[src/hw/rtl/tesp_pkg.sv]
// ----------------------------------------------------------------------------
// Terminal escape sequence parser package
// Shared types, default sizes and character codes for the parser modules.
// ----------------------------------------------------------------------------
package tesp_pkg;

  localparam int unsigned ArgSlotsDef    = 16;
  localparam int unsigned CsiBufBytesDef = 512;
  localparam int unsigned StringLimitDef = 16384;

  // Bit positions in the escape flag register.
  localparam int unsigned FlStart  = 0;
  localparam int unsigned FlCsi    = 1;
  localparam int unsigned FlStr    = 2;
  localparam int unsigned FlAlt    = 3;
  localparam int unsigned FlStrEnd = 4;
  localparam int unsigned FlTest   = 5;
  localparam int unsigned FlUtf8   = 6;
  localparam int unsigned FlDcs    = 7;

  // Character codes.
  localparam logic [7:0] ChNul   = 8'h00;
  localparam logic [7:0] ChEnq   = 8'h05;
  localparam logic [7:0] ChBel   = 8'h07;
  localparam logic [7:0] ChBs    = 8'h08;
  localparam logic [7:0] ChHt    = 8'h09;
  localparam logic [7:0] ChLf    = 8'h0A;
  localparam logic [7:0] ChVt    = 8'h0B;
  localparam logic [7:0] ChFf    = 8'h0C;
  localparam logic [7:0] ChCr    = 8'h0D;
  localparam logic [7:0] ChSo    = 8'h0E;
  localparam logic [7:0] ChSi    = 8'h0F;
  localparam logic [7:0] ChXon   = 8'h11;
  localparam logic [7:0] ChXoff  = 8'h13;
  localparam logic [7:0] ChCan   = 8'h18;
  localparam logic [7:0] ChSub   = 8'h1A;
  localparam logic [7:0] ChEsc   = 8'h1B;
  localparam logic [7:0] ChDel   = 8'h7F;
  localparam logic [7:0] ChDcs   = 8'h90;
  localparam logic [7:0] ChOsc   = 8'h9D;
  localparam logic [7:0] ChPm    = 8'h9E;
  localparam logic [7:0] ChApc   = 8'h9F;
  localparam logic [7:0] ChHash  = 8'h23;
  localparam logic [7:0] ChPct   = 8'h25;
  localparam logic [7:0] ChLPar  = 8'h28;
  localparam logic [7:0] ChRPar  = 8'h29;
  localparam logic [7:0] ChStar  = 8'h2A;
  localparam logic [7:0] ChPlus  = 8'h2B;
  localparam logic [7:0] ChZero  = 8'h30;
  localparam logic [7:0] ChNine  = 8'h39;
  localparam logic [7:0] ChSemi  = 8'h3B;
  localparam logic [7:0] ChQmark = 8'h3F;
  localparam logic [7:0] ChFinLo = 8'h40;
  localparam logic [7:0] ChUpP   = 8'h50;
  localparam logic [7:0] ChLBrk  = 8'h5B;
  localparam logic [7:0] ChBsl   = 8'h5C;
  localparam logic [7:0] ChRBrk  = 8'h5D;
  localparam logic [7:0] ChCaret = 8'h5E;
  localparam logic [7:0] ChUnder = 8'h5F;
  localparam logic [7:0] ChLowK  = 8'h6B;
  localparam logic [7:0] ChLowQ  = 8'h71;
  localparam logic [7:0] ChFinHi = 8'h7E;

  typedef enum logic [3:0] {
    EV_PRINT       = 4'd0,
    EV_CONTROL     = 4'd1,
    EV_ESC_FINAL   = 4'd2,
    EV_CSI_ARG     = 4'd3,
    EV_CSI_FINAL   = 4'd4,
    EV_CHARSET     = 4'd5,
    EV_UTF8_SELECT = 4'd6,
    EV_DEC_TEST    = 4'd7,
    EV_STR_START   = 4'd8,
    EV_STR_BYTE    = 4'd9,
    EV_STR_DISPATCH = 4'd10,
    EV_STR_OVERFLOW = 4'd11
  } event_kind_e;

  typedef enum logic [3:0] {
    S_IDLE,
    S_EXEC,
    S_PLOAD,
    S_PPRIV,
    S_PTOP,
    S_PDIG,
    S_PM0,
    S_PM1,
    S_PEMIT
  } state_e;

  typedef struct packed {
    logic latch_in;
    logic exec;
    logic par_init;
    logic par_priv;
    logic par_dig;
    logic par_m0;
    logic par_m1;
    logic emit_arg;
    logic emit_fin;
  } cmd_t;

  typedef struct packed {
    logic out_free;
    logic start_parse;
    logic p_lt_len;
    logic byte_digit;
    logic byte_semi;
    logic narg_last;
    logic ei_lt_narg;
  } sts_t;

endpackage

[src/hw/rtl/tesp_ctrl.sv]
// ----------------------------------------------------------------------------
// Parser controller
// Sequences item intake, classification and the CSI argument scan.
// ----------------------------------------------------------------------------
module tesp_ctrl (
  input  logic             clk_i,
  input  logic             rst_ni,
  input  logic             in_valid_i,
  output logic             in_ready_o,
  input  tesp_pkg::sts_t   sts_i,
  output tesp_pkg::cmd_t   cmd_o
);

  tesp_pkg::state_e state_q, state_d;

  always_ff @(posedge clk_i or negedge rst_ni) begin
    if (!rst_ni) begin
      state_q <= tesp_pkg::S_IDLE;
    end else begin
      state_q <= state_d;
    end
  end

  always_comb begin
    state_d    = state_q;
    cmd_o      = '0;
    in_ready_o = 1'b0;
    case (state_q)
      tesp_pkg::S_IDLE: begin
        in_ready_o = 1'b1;
        if (in_valid_i) begin
          cmd_o.latch_in = 1'b1;
          state_d        = tesp_pkg::S_EXEC;
        end
      end
      tesp_pkg::S_EXEC: begin
        if (sts_i.out_free) begin
          cmd_o.exec = 1'b1;
          state_d    = sts_i.start_parse ? tesp_pkg::S_PLOAD : tesp_pkg::S_IDLE;
        end
      end
      tesp_pkg::S_PLOAD: begin
        cmd_o.par_init = 1'b1;
        state_d        = tesp_pkg::S_PPRIV;
      end
      tesp_pkg::S_PPRIV: begin
        cmd_o.par_priv = 1'b1;
        state_d        = tesp_pkg::S_PTOP;
      end
      tesp_pkg::S_PTOP: begin
        state_d = sts_i.p_lt_len ? tesp_pkg::S_PDIG : tesp_pkg::S_PM0;
      end
      tesp_pkg::S_PDIG: begin
        cmd_o.par_dig = 1'b1;
        if (!sts_i.byte_digit) begin
          if (sts_i.byte_semi && !sts_i.narg_last) begin
            state_d = tesp_pkg::S_PTOP;
          end else begin
            state_d = tesp_pkg::S_PM0;
          end
        end
      end
      tesp_pkg::S_PM0: begin
        cmd_o.par_m0 = 1'b1;
        state_d      = tesp_pkg::S_PM1;
      end
      tesp_pkg::S_PM1: begin
        cmd_o.par_m1 = 1'b1;
        state_d      = tesp_pkg::S_PEMIT;
      end
      tesp_pkg::S_PEMIT: begin
        if (sts_i.out_free) begin
          if (sts_i.ei_lt_narg) begin
            cmd_o.emit_arg = 1'b1;
          end else begin
            cmd_o.emit_fin = 1'b1;
            state_d        = tesp_pkg::S_IDLE;
          end
        end
      end
      default: begin
        state_d = tesp_pkg::S_IDLE;
      end
    endcase
  end

endmodule

[config.mk]
export PLATFORM = sky130hd
export DESIGN_NAME = tesp_ctrl
export DESIGN_NICKNAME = d
export VERILOG_FILES = /design/src/hw/rtl/tesp_pkg.sv /design/src/hw/rtl/tesp_ctrl.sv
export SDC_FILE = /design/constraint.sdc
export NUM_CORES = 1
export LEC_CHECK = 0
export ABC_AREA = 0
export BUFFER_PORTS_ARGS = -buffer_cell sky130_fd_sc_hd__buf_2
export CAP_MARGIN = 0
export CORE_AREA = 2 2 39 41
export CTS_CLUSTER_SIZE = 25
export DETAILED_ROUTE_END_ITERATION = 8
export DIE_AREA = 0 0 41 43
export SLEW_MARGIN = 20
export SYNTH_ARGS = -nofsm -noshare
export SYNTH_HDL_FRONTEND = slang
export SYNTH_SLANG_ARGS = --single-unit
[constraint.sdc]
create_clock -name clk_i -period 1.8 [get_ports clk_i]
set_input_delay 0.09 -clock clk_i [delete_from_list [all_inputs] [get_ports clk_i]]
set_output_delay 0.09 -clock clk_i [all_outputs]
set_load 0.02 [all_outputs]
==> results.cfg <==
[global_route]
grt_overflow_total = 0
antenna_found_initial = 0
grt_pass1_vias = 386
grt_pass1_wl_um = 1460
grt_max_degree = 11
track_usage_pct = 12.8

[power_and_ir_drop]
p_leak_nw = 0.269
vdd_ir_drop_max_uv = 385
p_per_area_mw_per_mm2 = 1510

[final_layout]
multiInputGateArea_sq_um = 223
fillers = 153
drive_gt1_share_pct = 39.4
largest-register = state_q
nets = 78
syn2layout_area_growth_pct = 40.6
antenna_cells = 0
reg_top3 = state_q x4
seqCellArea_sq_um = 100
largest_reg_flops = 4
instances_no_fill = 82

[route]
viasPerCell = 4.87
route.vias.total = 399
wl_um = 870
dr.pass1.iters = 4
drtAntennaViolNets = 0
drc = 0
wl_per_cell_um = 10.6
drtIter0Drc = 10

[setup_path]
regToRegEndpoint = state_q[1]
startpoint_type = register
cp.required_ps = 1710
critical_path_class = register to output port
worst-path-max-fanout = 8
setup.worst_path.end_class = output port
r2r_start = state_q[0]
critPathLaunch = state_q[1]
arrival_ps = 1510
reg2reg_slack_ps = 310
critPathCapture = cmd_o[1]
worst-r2r-cell-count = 3

[synthesis]
synth_area_leaders = dfrtp_1 29%, nor2_1 6.5%, o21ai_0 4.3%
synth_nets = 54
synthCells = 44
yosysWarnings = 0
ys_ff_latch = 4
yosysTopAreaCellShare_pct = 28.8
netlist_area_sq_um = 348
synth_largest_area_cell = dfrtp_1
yosysSeqAreaShare_pct = 28.8
synth_cell_type_count = 26
postSynthAreaPerCell_sq_um = 7.91

[timing]
timing.final.setup_violations = 0
fin_worst_skew_ps = 5.40
post-route-period-util_pct = 89.2
hold_violations = 0
worst_slew_pin_slew_ps = 413
period_minus_slack_ps = 1600
slew_headroom_pct = 72.1
max_freq_mhz = 623
slew_viol_final = 0
rsz0062_at_grt = false
tns_ps = 0

[die]
io-pin-count = 20
rows = 14
die_area_sq_mm = 0.00176
die_width_um = 41
start_util_pct = 25.1
die_h_um = 43
fp.coreArea_sq_mm = 0.00138

[clock_tree]
cts_sinks = 4
clk-insertion-delay-late_ps = 240
cts_tree = built
root_buffer = clkbuf_4
clk_pin_slew_worst_paths_ps = 40
post_cts_resized = 0
cts_made_buffers = 3
htreeDepth = 1
cts_max_path_buffers = 2

[placed_design]
hpwl_um = 705
dp.cells = 78
gp_congestion = 0.731
port_buffers = 19

[flow_run]
drv_cap = 0

[worst_hold_path]
hold_class = input port to register

[status]
status = finished, final reports clean
## cells in the mapped netlist (all sizes together)
cell type / count
nand2: 2
nor3: 2
dfrtp: 4
and2: 2
nor2: 6
and3: 2
inv: 1
or4: 1
and3b: 1
nor4: 1
nor4b: 1
a21o: 1
o21bai: 1
mux2: 1
o21ai: 3
a21oi: 2
buf: 3
nor2b: 1
or3: 1
nand3: 2
a311oi: 1
and2b: 2
nand2b: 2
xor2: 1
## final cells by class
cell class	count	area share, %
flip-flops and latches	4	20.5
clock buffers	3	4.60
well taps	16	4.09
inverters	1	0.767
multi-input cells	36	45.5
repair buffers	22	24.6
## placed cells by master, fill, tap and decap left out, drive strengths merged
| master | Yosys | layout |
|---|---|---|
| o21ai | 3 | 3 |
| and2b | 2 | 2 |
| nor3 | 2 | 2 |
| mux2 | 1 | 1 |
| clkbuf | 0 | 3 |
| buf | 3 | 21 |
| a21oi | 2 | 2 |
| a21o | 1 | 1 |
| dlygate4sd3 | 0 | 1 |
| nor2b | 1 | 1 |
| dfrtp | 4 | 4 |
| xor2 | 1 | 1 |
| nand2b | 2 | 2 |
| nor4 | 1 | 1 |
| o21bai | 1 | 1 |
| a311oi | 1 | 1 |
| nand2 | 2 | 2 |
| and3 | 2 | 2 |
| nand3 | 2 | 2 |
| nor2 | 6 | 6 |
| or3 | 1 | 1 |
| and3b | 1 | 1 |
| or4 | 1 | 1 |
| nor4b | 1 | 1 |
| inv | 1 | 1 |
| and2 | 2 | 2 |
## critical path: stages, from the launching register on
cell and delay [ps]:
dfrtp_1 450, nor4b_1 460, and3_1 210, buf_2 160
## metrics by stage
stage / worst slack [ps] / hold slack (ps) / cell area, sq um / power [mW] / util, %
global placement: 364 / -99.9 / 457 / 0.622 / 33.0
global route: 52.4 / 142 / 489 / 0.812 / 35.4
detailed placement: 321 / -101 / 457 / 0.625 / 33.0
finish: 195 / 121 / 489 / 0.737 / 35.4
CTS: 185 / 120 / 489 / 0.743 / 35.4
floorplan: 117 / -206 / 348 / 0.515 / -
## layer usage
layer	vias to the layer above	wire length [um]	part of all wire, %	GRT usage [%]
met5	-	0	0	0
met4	0	29	3.3	12.0
met3	4	72	8.3	3.14
met2	21	400	46	17.8
met1	174	367	42	14.9
li1	200	-	-	-
## power by group
group | switching, mW | leakage, nW | internal (mW) | total, mW
Combinational | 0.225 | 0.204 | 0.193 | 0.419
Sequential | 0.0779 | 0.0509 | 0.128 | 0.206
Clock | 0.0371 | 0.0138 | 0.0746 | 0.112
## kinds of logic (layout without fill, tap and decap cells)
| logic type | count (synthesis) | after routing | synth area share [%] |
|---|---|---|---|
| xor+xnor | 1 | 1 | 2.52 |
| mux | 1 | 1 | 3.24 |
| flops | 4 | 4 | 28.8 |
| compound gates | 8 | 8 | 14.0 |
| simple gates | 26 | 26 | 44.2 |
| buf+inv | 4 | 26 | 7.19 |
## how the worst min path moves through the flow
stage,from,endpoint,slack [ps],cells past startpoint
floorplan,rst_ni,state_q[0],-210,0
global placement,rst_ni,state_q[3],-100,1
detailed placement,rst_ni,state_q[3],-100,1
CTS,sts_i[0],state_q[3],120,3
global route,sts_i[0],state_q[3],140,3
finish,sts_i[0],state_q[3],120,3
## what timing repair did
item                      in CTS  in global routing
hold buffers                   1                  0
hold endpoints to repair       4                  0
setup buffers                  0                  0
Power figures use the tool's default switching activity.
